### src/hdl/euf_pkg.sv
// euf_pkg: types, constants and saturating helpers for the euler flux core
// used by every module under hdl; no dependencies
package euf_pkg;

	localparam int DATA_WIDTH    = 32;
	localparam int FRAC_BITS_DEF = 16;
	localparam int GM1_WIDTH     = 18;
	localparam logic [GM1_WIDTH-1:0] GM1_RESET = 18'd26214;
	localparam int QUEUE_DEPTH   = 4;

	typedef logic signed [DATA_WIDTH-1:0] word_t;
	typedef logic [DATA_WIDTH-1:0] mag_t;
	typedef logic [2*DATA_WIDTH-1:0] wide_t;

	localparam word_t MAXV = {1'b0, {(DATA_WIDTH-1){1'b1}}};
	localparam word_t MINV = {1'b1, {(DATA_WIDTH-1){1'b0}}};
	localparam wide_t MAXW = {{(DATA_WIDTH+1){1'b0}}, {(DATA_WIDTH-1){1'b1}}};

	typedef struct packed {
		word_t density;
		word_t mom_x;
		word_t mom_y;
		word_t mom_z;
		word_t energy;
	} cell_t;

	typedef struct packed {
		word_t fx_mass;
		word_t fx_momx;
		word_t fx_momy;
		word_t fx_momz;
		word_t fx_energy;
		word_t gy_mass;
		word_t gy_momx;
		word_t gy_momy;
		word_t gy_momz;
		word_t gy_energy;
		logic  bad_density;
	} flux_t;

	typedef struct packed {
		logic  bad;
		cell_t cons;
	} qitem_t;

	typedef struct packed {
		logic full;
		logic empty;
	} qstat_t;

	function automatic word_t sat_add(word_t a, word_t b);
		logic signed [DATA_WIDTH:0] s;
		s = {a[DATA_WIDTH-1], a} + {b[DATA_WIDTH-1], b};
		if (s[DATA_WIDTH] != s[DATA_WIDTH-1])
			return s[DATA_WIDTH] ? MINV : MAXV;
		return s[DATA_WIDTH-1:0];
	endfunction

	function automatic word_t sat_sub(word_t a, word_t b);
		logic signed [DATA_WIDTH:0] s;
		s = {a[DATA_WIDTH-1], a} - {b[DATA_WIDTH-1], b};
		if (s[DATA_WIDTH] != s[DATA_WIDTH-1])
			return s[DATA_WIDTH] ? MINV : MAXV;
		return s[DATA_WIDTH-1:0];
	endfunction

	// halve, truncating toward zero
	function automatic word_t half(word_t a);
		word_t t;
		t = a + word_t'({{(DATA_WIDTH-1){1'b0}}, a[DATA_WIDTH-1]});
		return t >>> 1;
	endfunction

	function automatic mag_t mag(word_t a);
		return a[DATA_WIDTH-1] ? mag_t'(-a) : mag_t'(a);
	endfunction

	function automatic word_t sat_mag(logic neg, wide_t m);
		if (m > MAXW)
			return neg ? MINV : MAXV;
		return neg ? -$signed(m[DATA_WIDTH-1:0]) : $signed(m[DATA_WIDTH-1:0]);
	endfunction

endpackage

### src/hdl/euf_queue.sv
// euf_queue: short register queue between front and back
// depends on euf_pkg
module euf_queue #(
	parameter int DEPTH = euf_pkg::QUEUE_DEPTH
) (
	input  logic             clk,
	input  logic             arst_n,
	input  logic             push,
	input  euf_pkg::qitem_t  din,
	input  logic             pop,
	output euf_pkg::qitem_t  dout,
	output euf_pkg::qstat_t  qstat
);

	localparam int AW = (DEPTH > 1) ? $clog2(DEPTH) : 1;
	localparam int CW = $clog2(DEPTH + 1);

	euf_pkg::qitem_t mem_q [DEPTH];
	logic [AW-1:0]   wr_q, rd_q;
	logic [CW-1:0]   cnt_q;
	logic            do_push, do_pop;

	assign qstat.full  = (cnt_q == CW'(DEPTH));
	assign qstat.empty = (cnt_q == '0);
	assign do_push     = push && !qstat.full;
	assign do_pop      = pop && !qstat.empty;
	assign dout        = mem_q[rd_q];

	always_ff @(posedge clk or negedge arst_n) begin
		if (!arst_n) begin
			wr_q  <= '0;
			rd_q  <= '0;
			cnt_q <= '0;
		end else begin
			if (do_push)
				wr_q <= (wr_q == AW'(DEPTH - 1)) ? '0 : wr_q + 1'b1;
			if (do_pop)
				rd_q <= (rd_q == AW'(DEPTH - 1)) ? '0 : rd_q + 1'b1;
			if (do_push && !do_pop)
				cnt_q <= cnt_q + 1'b1;
			else if (do_pop && !do_push)
				cnt_q <= cnt_q - 1'b1;
		end
	end

	always_ff @(posedge clk) begin
		if (do_push)
			mem_q[wr_q] <= din;
	end

endmodule

### config.mk
export PLATFORM = sky130hd
export DESIGN_NAME = euf_queue
export DESIGN_NICKNAME = d
export VERILOG_FILES = /design/src/hdl/euf_pkg.sv /design/src/hdl/euf_queue.sv
export SDC_FILE = /design/constraint.sdc
export NUM_CORES = 1
export LEC_CHECK = 0
export ABC_AREA = 1
export BUFFER_PORTS_ARGS = -buffer_cell sky130_fd_sc_hd__buf_2
export CAP_MARGIN = 10
export CORE_MARGIN = 10
export CORE_UTILIZATION = 50
export DETAILED_ROUTE_END_ITERATION = 8
export PLACE_DENSITY = 0.75
export SYNTH_ARGS = -nofsm -noshare
export SYNTH_HDL_FRONTEND = slang
export SYNTH_SLANG_ARGS = --single-unit
### constraint.sdc
create_clock -name clk -period 24.4 [get_ports clk]
set_input_delay 4.88 -clock clk [delete_from_list [all_inputs] [get_ports clk]]
set_output_delay 4.88 -clock clk [all_outputs]
set_load 0.01 [all_outputs]
==> impl_metrics.csv <==
group,metric,value,unit
outcome,outcome,"finished clean",
synthesis,synth_fp_nets,2111,
timing,finalCritPeriodShare,0.375,
floorplanning,die_height,249,um
drt,drt-initial-drc-count,1176,
timing,relSlewSlack,0.195,
synthesis,syn-cell-area,26300,um^2
setup_path,criticalPathCategory,"register to primary output",
global_route,grt_pass1_vias,15300,
global_route,grt_first_pass_wirelength,86.2,mm
synthesis,syn_inst,1939,
global_route,antenna_found_initial,13,
clock_network,cts-htree-levels,3,
timing,period_needed,9140,ps
timing,finalHoldViolations,0,
timing,setup_violations,0,
floorplanning,row_count,83,
setup_path,path_max_fanout,123,
synthesis,synth_cell_types,19,
pwr,power.switching,1.29,mW
finish,instances_no_fill,2985,
clock_network,cts_tree,"yes",
synthesis,yosys.area.top_type,"edfxtp_1",
finish,drive_gt1_frac,0.211,
pwr,powerDensity,124,nW/um^2
finish,multi_input_area,4680,um^2
drt,num_vias,15400,
drt,dr.pass1.iters,5,
global_route,track_usage,0.175,
setup_path,slowest_stage,"dfrtp_4",
timing,timing.fmax,0.109,GHz
synthesis,synth_edf_count,644,
global_route,grt_overflow,0,
synthesis,synth_top_flop_cell,"edfxtp_1",
clock_network,cts_resized,0,
synthesis,yosysSeqAreaShare,0.742,
drt,ant_nets,0,
setup_path,worstSetupEndpointType,"primary output",
min_path,min_path_type,"register to register",
setup_path,crit_chain,"buf_4 -> buf_4 -> nand2_1 -> o211ai_1 -> nand2_1 -> buf_2",
synthesis,async_reset_ff_frac,0.0108,
setup_path,r2r_cells,6,
floorplanning,ios,328,
timing,fin_tns_setup,0,ps
setup_path,critPathArrivalTime,4260,ps
clock_network,cts.clk_slew.worst_paths,60,ps
place,port_buffers,327,
drt,avgViaCountPerCell,5.16,
setup_path,rrSetupSlack,21040,ps
run,drv_cap,0,
place,dp_hpwl,34.0,mm
synthesis,synthTopCellsByCount,"644 x edfxtp_1, 498 x nand2_1, 337 x inv_1",
clock_network,postCtsHoldBufs,0,
pwr,seqPwrFrac,0.412,
synthesis,yosysWarnings,0,
pwr,p_int,2.46,mW
pwr,irDropWorstVdd,0.0000991,V
finish,syn_to_final_growth,15.4,%
clock_network,clkLatencyLatePin,580,ps
finish,finalNetCount,2418,
global_route,grt_max_degree,244,
finish,regArea,19500,um^2
synthesis,yosys.area.top_type_share,0.735,
drt,drc_errors,0,
floorplanning,die_width,249,um
place,gp_congestion,0.778,
setup_path,slowest_delay,990,ps
timing,clock_skew,16.1,ps
synthesis,ys_seq_elements,651,
finish,fillers,3965,
clock_network,numCtsBuffers,67,
clock_network,clock-root-buffer,"clkbuf_16",
floorplanning,initial_core_util,0.508,
drt,wire_per_inst,18.7,um
timing,grt_setup_unrepaired,"no",
pwr,pwr-share-clk,0.270,
clock_network,clock_path_buffers,3,
synthesis,syn_avg_cell_area,13.6,um^2
pwr,leakage,12.0,nW
timing,worst_pin_slew,1210,ps
synthesis,ys_top_cells_by_area,"edfxtp_1 74%, o211ai_1 8.1%, nand2_1 7.1%, inv_1 4.8%, o211ai_2 1.9%",
drt,wl,55.8,mm
min_path,whs_path_depth,2,
place,dp.cells,2857,
pwr,pwr-share-comb,0.318,
floorplanning,coreArea,51700,um^2
setup_path,start_kind,"register",
clock_network,cts.sinks,651,
floorplanning,die_area,62200,um^2
setup_path,required,19520,ps
clock_network,post-cts-setup-buffer-count,0,
timing,slew_viol_final,0,
pwr,swShare,0.345,
synthesis,yosys.cell_count.top_type,"edfxtp_1",
-- through the flow --
stage                     utilization  power (mW)  hold WS (ps)  setup slack [ps]  area [um^2]
final                           0.587        3.75           519             15260        30300
after global routing            0.586        3.97           544             14950        30300
after CTS                       0.586        3.80           517             15340        30300
after detailed placement        0.544        2.78           502             15980        28100
after global placement          0.544        2.75           490             16140        28100
after floorplan                     -        2.44           463             12010        26300
-- registers in the layout, summed over array words and instances (netlist names) --
signal,cells
cnt_q,3
wr_q,2
mem_q,644
rd_q,2
-- metal layers --
metal	share of wire	GRT usage
met5	0.0017	0
met2	0.49	0.293
met3	0.082	0.0487
met1	0.40	0.217
met4	0.021	0.0558
-- final cells by class --
cell class,count,area share
Inverter,338,0.0420
Clock inverter,31,0.0108
Tap cell,680,0.0280
Antenna cell,8,0.000660
Multi-Input combinational cell,843,0.154
Timing Repair Buffer,345,0.0592
Clock buffer,89,0.0614
Sequential cell,651,0.643
-- worst max-delay path, delay by kind of cell, from the launching register on --
family	cells	cell delay (ps)
buffers and inverters	3	2000
DFF	1	990
and+or+nand+nor	2	250
AOI/OAI and AO/OA	1	150
-- cells by family after synthesis --
logic type,count (synthesis),share of synthesized area
compound gates,323,0.0995
flops,651,0.742
xor+xnor,1,0.000333
fa+ha+maj,7,0.00362
simple gates,512,0.0735
buf+inv,445,0.0810
-- worst paths after layout --
check | from | to
max in group asynchronous | arst_n | rd_q[1]
min in group asynchronous | arst_n | rd_q[0]
max | rd_q[0] | dout[99]
min | cnt_q[2] | cnt_q[2]
min reg2reg | cnt_q[2] | cnt_q[2]
max reg2reg | cnt_q[0] | mem_q[2][82]
-- cell usage in the layout, fill, tap and decap left out, types with 8 or more instances in the layout --
cell type,n
clkbuf_16,71
inv_1,337
nand2_1,498
diode_2,8
o211ai_2,39
buf_4,16
clkbuf_1,16
buf_2,327
clkinv_1,11
clkinv_2,9
edfxtp_1,644
o211ai_1,283
-- power by group through the flow --
stage                     combinational (mW)  clock (mW)  sequential, mW
final                                   1.19        1.01            1.55
after global routing                    1.33        1.08            1.56
after CTS                               1.22        1.03            1.55
after detailed placement                1.21           0            1.57
after global placement                  1.19           0            1.56
after floorplan                        0.850           0            1.58
Note: power is estimated with default switching activity, not from simulation.
