[config.mk]
export PLATFORM = sky130hd
export DESIGN_NAME = euf_front
export DESIGN_NICKNAME = d
export VERILOG_FILES = /design/src/hdl/euf_pkg.sv /design/src/hdl/euf_front.sv
export SDC_FILE = /design/constraint.sdc
export NUM_CORES = 1
export LEC_CHECK = 0
export BUFFER_PORTS_ARGS = -buffer_cell sky130_fd_sc_hd__buf_2
export CAP_MARGIN = 30
export CORE_AREA = 4 4 126 128
export DETAILED_ROUTE_END_ITERATION = 10
export DIE_AREA = 0 0 130 132
export PLACE_DENSITY = 0.66
export SYNTH_ARGS = -nofsm -noshare
export SYNTH_HDL_FRONTEND = slang
export SYNTH_SLANG_ARGS = --single-unit
export TNS_END_PERCENT = 1
[constraint.sdc]
create_clock -name clk -period 5.4 [get_ports clk]
set_input_delay 0.54 -clock clk [delete_from_list [all_inputs] [get_ports clk]]
set_output_delay 0.54 -clock clk [all_outputs]
set_load 0.05 [all_outputs]
[src/hdl/euf_pkg.sv]
// euf_pkg: types, constants and saturating helpers for the euler flux core
// used by every module under hdl; no dependencies
package euf_pkg;

	localparam int DATA_WIDTH    = 32;
	localparam int FRAC_BITS_DEF = 16;
	localparam int GM1_WIDTH     = 18;
	localparam logic [GM1_WIDTH-1:0] GM1_RESET = 18'd26214;
	localparam int QUEUE_DEPTH   = 4;

	typedef logic signed [DATA_WIDTH-1:0] word_t;
	typedef logic [DATA_WIDTH-1:0] mag_t;
	typedef logic [2*DATA_WIDTH-1:0] wide_t;

	localparam word_t MAXV = {1'b0, {(DATA_WIDTH-1){1'b1}}};
	localparam word_t MINV = {1'b1, {(DATA_WIDTH-1){1'b0}}};
	localparam wide_t MAXW = {{(DATA_WIDTH+1){1'b0}}, {(DATA_WIDTH-1){1'b1}}};

	typedef struct packed {
		word_t density;
		word_t mom_x;
		word_t mom_y;
		word_t mom_z;
		word_t energy;
	} cell_t;

	typedef struct packed {
		word_t fx_mass;
		word_t fx_momx;
		word_t fx_momy;
		word_t fx_momz;
		word_t fx_energy;
		word_t gy_mass;
		word_t gy_momx;
		word_t gy_momy;
		word_t gy_momz;
		word_t gy_energy;
		logic  bad_density;
	} flux_t;

	typedef struct packed {
		logic  bad;
		cell_t cons;
	} qitem_t;

	typedef struct packed {
		logic full;
		logic empty;
	} qstat_t;

	function automatic word_t sat_add(word_t a, word_t b);
		logic signed [DATA_WIDTH:0] s;
		s = {a[DATA_WIDTH-1], a} + {b[DATA_WIDTH-1], b};
		if (s[DATA_WIDTH] != s[DATA_WIDTH-1])
			return s[DATA_WIDTH] ? MINV : MAXV;
		return s[DATA_WIDTH-1:0];
	endfunction

	function automatic word_t sat_sub(word_t a, word_t b);
		logic signed [DATA_WIDTH:0] s;
		s = {a[DATA_WIDTH-1], a} - {b[DATA_WIDTH-1], b};
		if (s[DATA_WIDTH] != s[DATA_WIDTH-1])
			return s[DATA_WIDTH] ? MINV : MAXV;
		return s[DATA_WIDTH-1:0];
	endfunction

	// halve, truncating toward zero
	function automatic word_t half(word_t a);
		word_t t;
		t = a + word_t'({{(DATA_WIDTH-1){1'b0}}, a[DATA_WIDTH-1]});
		return t >>> 1;
	endfunction

	function automatic mag_t mag(word_t a);
		return a[DATA_WIDTH-1] ? mag_t'(-a) : mag_t'(a);
	endfunction

	function automatic word_t sat_mag(logic neg, wide_t m);
		if (m > MAXW)
			return neg ? MINV : MAXV;
		return neg ? -$signed(m[DATA_WIDTH-1:0]) : $signed(m[DATA_WIDTH-1:0]);
	endfunction

endpackage

[src/hdl/euf_front.sv]
// euf_front: input register that takes cells and flags non-positive density
// depends on euf_pkg; feeds euf_queue
module euf_front (
	input  logic             clk,
	input  logic             arst_n,
	input  logic             cell_valid,
	output logic             cell_ready,
	input  euf_pkg::cell_t   cell_data,
	input  euf_pkg::qstat_t  qstat,
	output logic             push,
	output euf_pkg::qitem_t  qitem
);

	logic            valid_q;
	euf_pkg::qitem_t item_q;

	assign cell_ready = !valid_q || !qstat.full;
	assign push       = valid_q;
	assign qitem      = item_q;

	always_ff @(posedge clk or negedge arst_n) begin
		if (!arst_n) begin
			valid_q <= 1'b0;
		end else if (cell_ready) begin
			valid_q <= cell_valid;
		end
	end

	always_ff @(posedge clk) begin
		if (cell_ready && cell_valid) begin
			item_q <= '{bad: cell_data.density[euf_pkg::DATA_WIDTH-1] ||
				(cell_data.density == '0), cons: cell_data};
		end
	end

endmodule

==> results of run 1 <==
per-stage QoR:
stage / instance area (µm²) / util (%)
after floorplan: 4960 / -
final: 7500 / 50.5
after detailed placement: 6850 / 46.1
after CTS: 7480 / 50.3
after global placement: 6850 / 46.1
after global routing: 7500 / 50.5
state kept, by name (all words and copies together), names as in the netlist:
name and flops:
qitem 161, push 1
cell families (layout without fill, tap and decap cells):
kind of cell | after synthesis | after routing
buffers and inverters | 0 | 361
AND/OR/NAND/NOR | 13 | 13
AO/OA/AOI/OAI | 1 | 1
flip-flops | 162 | 162
metal layers:
layer  GRT usage [%]  vias up
li1                -     1425
met1            14.5     1476
met2            23.2      189
met3            6.69       27
met4            6.81        4
met5               0        -
power breakdown:
group | switching, mW | leakage, nW | internal [mW]
combinational | 0.310 | 1.32 | 0.0905
clock | 0.476 | 0.292 | 0.777
sequential | 0.0154 | 1.54 | 1.47
worst max-delay path: stages (launching register included):
cell     delay, ns
dfrtp_1       0.38
nand2_1       0.10
and2_4        0.29
buf_16        0.33
buf_12        0.39
what timing repair did:
item	4_1_cts	5_1_grt
setup buffers	0	0
hold buffers	1	0
gates resized for setup	0	0
endpoints found under the hold margin	1	0
worst paths after layout:
kind / from / end / slack, ns / cells after the start
hold reg to reg: push / push / 0.55 / 2
setup reg to reg: push / qitem[81] / 3.45 / 4
hold / removal: cell_data[70] / qitem[70] / 0.30 / 1
min in group asynchronous: arst_n / push / 0.42 / 2
setup / recovery: push / qitem[81] / 3.45 / 4
max in group asynchronous: arst_n / push / 4.89 / 2
placed cells by master (no fill, tap or decap), types with 2 or more instances in the layout:
| cell type | instances |
|---|---|
| clkbuf_16 | 17 |
| clkbuf_1 | 3 |
| nor4_2 | 2 |
| buf_2 | 326 |
| nand4_1 | 2 |
| clkinv_4 | 4 |
| bufinv_16 | 4 |
| clkinvlp_4 | 2 |
| nor4_1 | 6 |
| edfxtp_1 | 161 |
layout make-up:
class,count,area share [%]
repair buffers,329,22.5
clock buffers,20,5.82
clock inverters,12,2.43
multi-input cells,14,1.35
flip-flops and latches,162,64.8
well taps,188,3.13
==> impl_results.md, run 1 <==
* Syn_area_per_cell at around 28 µm²
* CTS H-tree lvls at 4
* Final ANT Viol Nets at 0
* Share of layout cells above drive strength 1 at roughly two thirds
* Clock Sinks at between 150 and 200
* Setup TNS at 0 ns
* Simple-Gate Fraction of Synth Area at roughly 1.8%
* RSZ-0062 raised after global routing: no
* Main combinational cell family by area after synthesis: simple AND/OR/NAND/NOR gates
* Synth Net Count at 341
* Setup WS pre-CTS at slightly below 3 ns
* Synth top area cells: edfxtp_1, nor4_1, dfrtp_1, nor4_2, nand4_1
* Sequential-to-total area share from yosys stat at between 90% and 100%
* Slew HR at ~70%
* Die Span Y at approximately 130 µm
* Worst-path clk slew at approximately 0.060 ns
* N_diodes at 0
* LEAKAGE at about 3.2 nW
* Post-Synth Adder-Cell Area at 0%
* FILL cells at 1290
* Synth Area in XOR/XNOR at 0%
* Layout area overhead at 51.4%
* Grt ovf at 0
* Cells after synthesis at 176
* Nets at between 600 and 700
* Actual slew at the worst max-slew pin at ~0.44 ns
* Status: finished clean
* Placed cells at roughly 690
* Yosys top cell by area: edfxtp_1
* Design Power at 3.13 mW
* Mapped Area at between 0.004 and 0.005 mm²
* Largest net degree at the start of global routing at slightly above 80
* CP Launch Type: flop
* Via density at approximately 4.3
* GP Congestion at about 0.75
* Final HPWL DP at 9.42 mm
* All-layer global routing usage at between 10% and 20%
* Port bufs at about 330
* WL met2 at 6.17 mm
* Worst setup path class: reg2reg
* Initial antenna violation count at 2
* Setup Viol. Count Final at 0
* Max Cap Violations at 0
* Final Non-Filler Cells at 725
* First DRT Iteration DRCs at 112
* Worst IR Drop VDD at ~250 µV
* Root Buffer: clkbuf_16
* Clock period minus final worst setup slack at approximately 2.0 ns
* Register area at 0.00486 mm²
* DRT Pass-1 Iters at 4
* Vias at between 3000 and 4000
* Die span in x at between 100 and 150 µm
* PD cells at between 400 and 500 mW/mm²
* First-pass GRT wire length at ~18 mm
* Critical path fanouts, max at 82
* Slew Viols, Final at 0
* Routed Wire Length at 12.2 mm
* Initial Util at between 30 and 40%
* CTS tree: built
* Site Rows at between 40 and 50
* Multi-input gate area at approximately 100 µm²
* Ports at roughly 330
* CTS max path bufs at 2
* Ys Warns at 0
* M1 WL at 4.17 mm
* Fin crit share at between 30% and 40%
* Die area at 0.0172 mm²
* Worst-Skew Late Latency at roughly 0.41 ns
* Post-synth EDFFs at roughly 160
* Most common cell in the netlist: edfxtp_1
* Worst hold path type: in2reg
* Top post-synthesis cells by count: edfxtp_1, nor4_1, nand4_1, nor4_2
* Post-synthesis mux area share at 0%
* WP data arrival at 2.01 ns
* CTS buffer count at 17
* Register bit total from synthesis at around 160
* Uppermost layer routed: met5
* Share of synthesized flip-flops with an asynchronous set or reset at less than 1%
* Drt wl/cell at 16.9 µm
* Ys flop type: edfxtp_1
* Number of global-route vias before repair at 3267
* WP data required at about 5.5 ns
* Metal3 WL at between 1.5 and 2 mm
* Post-route DRC violation count at 0
* Synth Area in Compound Gates at less than 1%
* Worst Skew at 0.00660 ns
* WHS at ~0.3 ns
* Fmax at between 0.5 and 0.6 GHz
* Top-area cell type share of the netlist area at a little over nine tenths
* Setup crit end kind: flop
* Final hold viol count at 0
* Post-synthesis cell type count at 9
* Core area at ~0.015 mm²
* Setup ws final at 3.45 ns
No activity file was read; power rests on OpenSTA's default activity.
==> run 2: changes to the inputs <==
==> constraint.sdc (replaced) <==
create_clock -name clk -period 2 [get_ports clk]
set_input_delay 0.2 -clock clk [delete_from_list [all_inputs] [get_ports clk]]
set_output_delay 0.2 -clock clk [all_outputs]
set_load 0.05 [all_outputs]
==> run 2 against run 1 <==
Compared with the run above:
- synthesized cell count unchanged
- area after synthesis stayed put
- the run now fails in clock tree synthesis
==> impl_results.md, run 2 <==
* CTS resizes at 0
* Clock Sinks at ~160
* CTS buffer count at 17
* Ys Warns at 0
* Syn_area_per_cell at 28.2 µm²
* Top-area cell type share of the netlist area at 97.5%
* Synth Net Count at about 340
* Initial Util at 33.4%
* Share of synthesized flip-flops with an asynchronous set or reset at 0.617%
* CTS H-tree lvls at 4
* CTS max path bufs at 2
* Fail Step: clock tree synthesis
* Sequential-to-total area share from yosys stat at 98.0%
* Post-synth EDFFs at approximately 160
* Port bufs at ~330
* Hold Buf Count CTS at around 150
* Die span in x at 130 µm
* Status: did not finish
* Register bit total from synthesis at about 160
* Top post-synthesis cells by count: edfxtp_1, nor4_1, nand4_1, nor4_2
* Ports at approximately 330
* Most common cell in the netlist: edfxtp_1
* Root Buffer: clkbuf_16
* Mapped Area at about 0.005 mm²
* Yosys top cell by area: edfxtp_1
* Ys flop type: edfxtp_1
* Post-synthesis cell type count at 9
* Postcts setup bufs at 0
* Synth top area cells: edfxtp_1, nor4_1, dfrtp_1, nor4_2, nand4_1
* GP Congestion at ~0.8
* Site Rows at between 40 and 50
* Cells after synthesis at between 150 and 200
* Die Span Y at approximately 130 µm
* Stop Error: [ERROR RSZ-0060] Max buffer count reached.
[run 2: cell counts after synthesis]
Identical to the previous run, type by type.
[run 2: kinds of logic after synthesis]
family / Yosys count / synth area share [%]
flip-flops: 162 / 98.0
AND/OR/NAND/NOR: 13 / 1.84
AO/OA/AOI/OAI: 1 / 0.151
[run 2: through the flow]
step | setup WS, ns | utilization, % | cells | area, µm² | setup TNS, ns
after floorplan | -0.297 | - | 176 | 4980 | -47.79
after global placement | 0.466 | 46.9 | 703 | 6970 | 0
after detailed placement | 0.448 | 46.9 | 703 | 6970 | 0
==> run 3: changes to the inputs <==
--- a/config.mk
+++ b/config.mk
@@ -7,10 +7,10 @@
 export LEC_CHECK = 0
 export BUFFER_PORTS_ARGS = -buffer_cell sky130_fd_sc_hd__buf_2
 export CAP_MARGIN = 30
-export CORE_AREA = 4 4 126 128
+export CORE_MARGIN = 4
+export CORE_UTILIZATION = 35
 export DETAILED_ROUTE_END_ITERATION = 10
-export DIE_AREA = 0 0 130 132
-export PLACE_DENSITY = 0.66
+export PLACE_DENSITY_LB_ADDON = 0.15
 export SYNTH_ARGS = -nofsm -noshare
 export SYNTH_HDL_FRONTEND = slang
 export SYNTH_SLANG_ARGS = --single-unit
==> run 3 against run 2 <==
Compared with the run above:
- the flow again stops in clock tree synthesis
- synthesized cell count unchanged
- area after synthesis is the same
==> impl_results.md, run 3 <==
* Status: did not finish
* Fail Step: clock tree synthesis
* Stop Error: [ERROR RSZ-0060] Max buffer count reached.
* Post-synth EDFFs at 161
* Register bit total from synthesis at around 160
* Ys flop type: edfxtp_1
* Site Rows at 43
* Synth Area in XOR/XNOR at 0%
* Post-Synth Adder-Cell Area at 0%
* Port bufs at roughly 330
* GP Congestion at 0.798
* Post-synthesis cell type count at 9
* Ys Warns at 0
* Die span in x at about 130 µm
* Clock Sinks at 162
* Die Span Y at around 130 µm
* Simple-Gate Fraction of Synth Area at approximately 1.8%
* Synth top area cells: edfxtp_1, nor4_1, dfrtp_1, nor4_2, nand4_1
* Sequential-to-total area share from yosys stat at a little over nine tenths
* Syn_area_per_cell at ~28 µm²
* Mapped Area at a little under 0.005 mm²
* Share of synthesized flip-flops with an asynchronous set or reset at 0.617%
* CTS buffer count at 17
* Synth Net Count at between 300 and 400
* Postcts setup bufs at 0
* CTS H-tree lvls at 4
* CTS resizes at 0
* Root Buffer: clkbuf_16
* Main combinational cell family by area after synthesis: simple AND/OR/NAND/NOR gates
* Yosys top cell by area: edfxtp_1
* Ports at approximately 330
* Top post-synthesis cells by count: edfxtp_1, nor4_1, nand4_1, nor4_2
* Hold Buf Count CTS at between 100 and 150
* Post-synthesis mux area share at 0%
* DP Area at around 0.0069 mm²
* Final HPWL DP at 9.85 mm
* Cells after synthesis at between 150 and 200
* Most common cell in the netlist: edfxtp_1
* Initial Util at 35.7%
* Synth Area in Compound Gates at less than 1%
* CTS max path bufs at 2
* Top-area cell type share of the netlist area at a little over nine tenths
==> run 3: cell counts after synthesis <==
Identical to the previous run, type by type.
==> run 3: cells by family after synthesis <==
family and Yosys count:
AO/OA/AOI/OAI 1, AND/OR/NAND/NOR 13, flip-flops 162
==> run 3: through the flow <==
step                      TNS [ns]  std cells  setup WS, ns  util, %  hold WS, ns
after global placement           0        687         0.460     49.7      -0.0224
after floorplan             -47.79        176        -0.297        -      -0.0956
after detailed placement         0        687         0.446     49.7      -0.0178
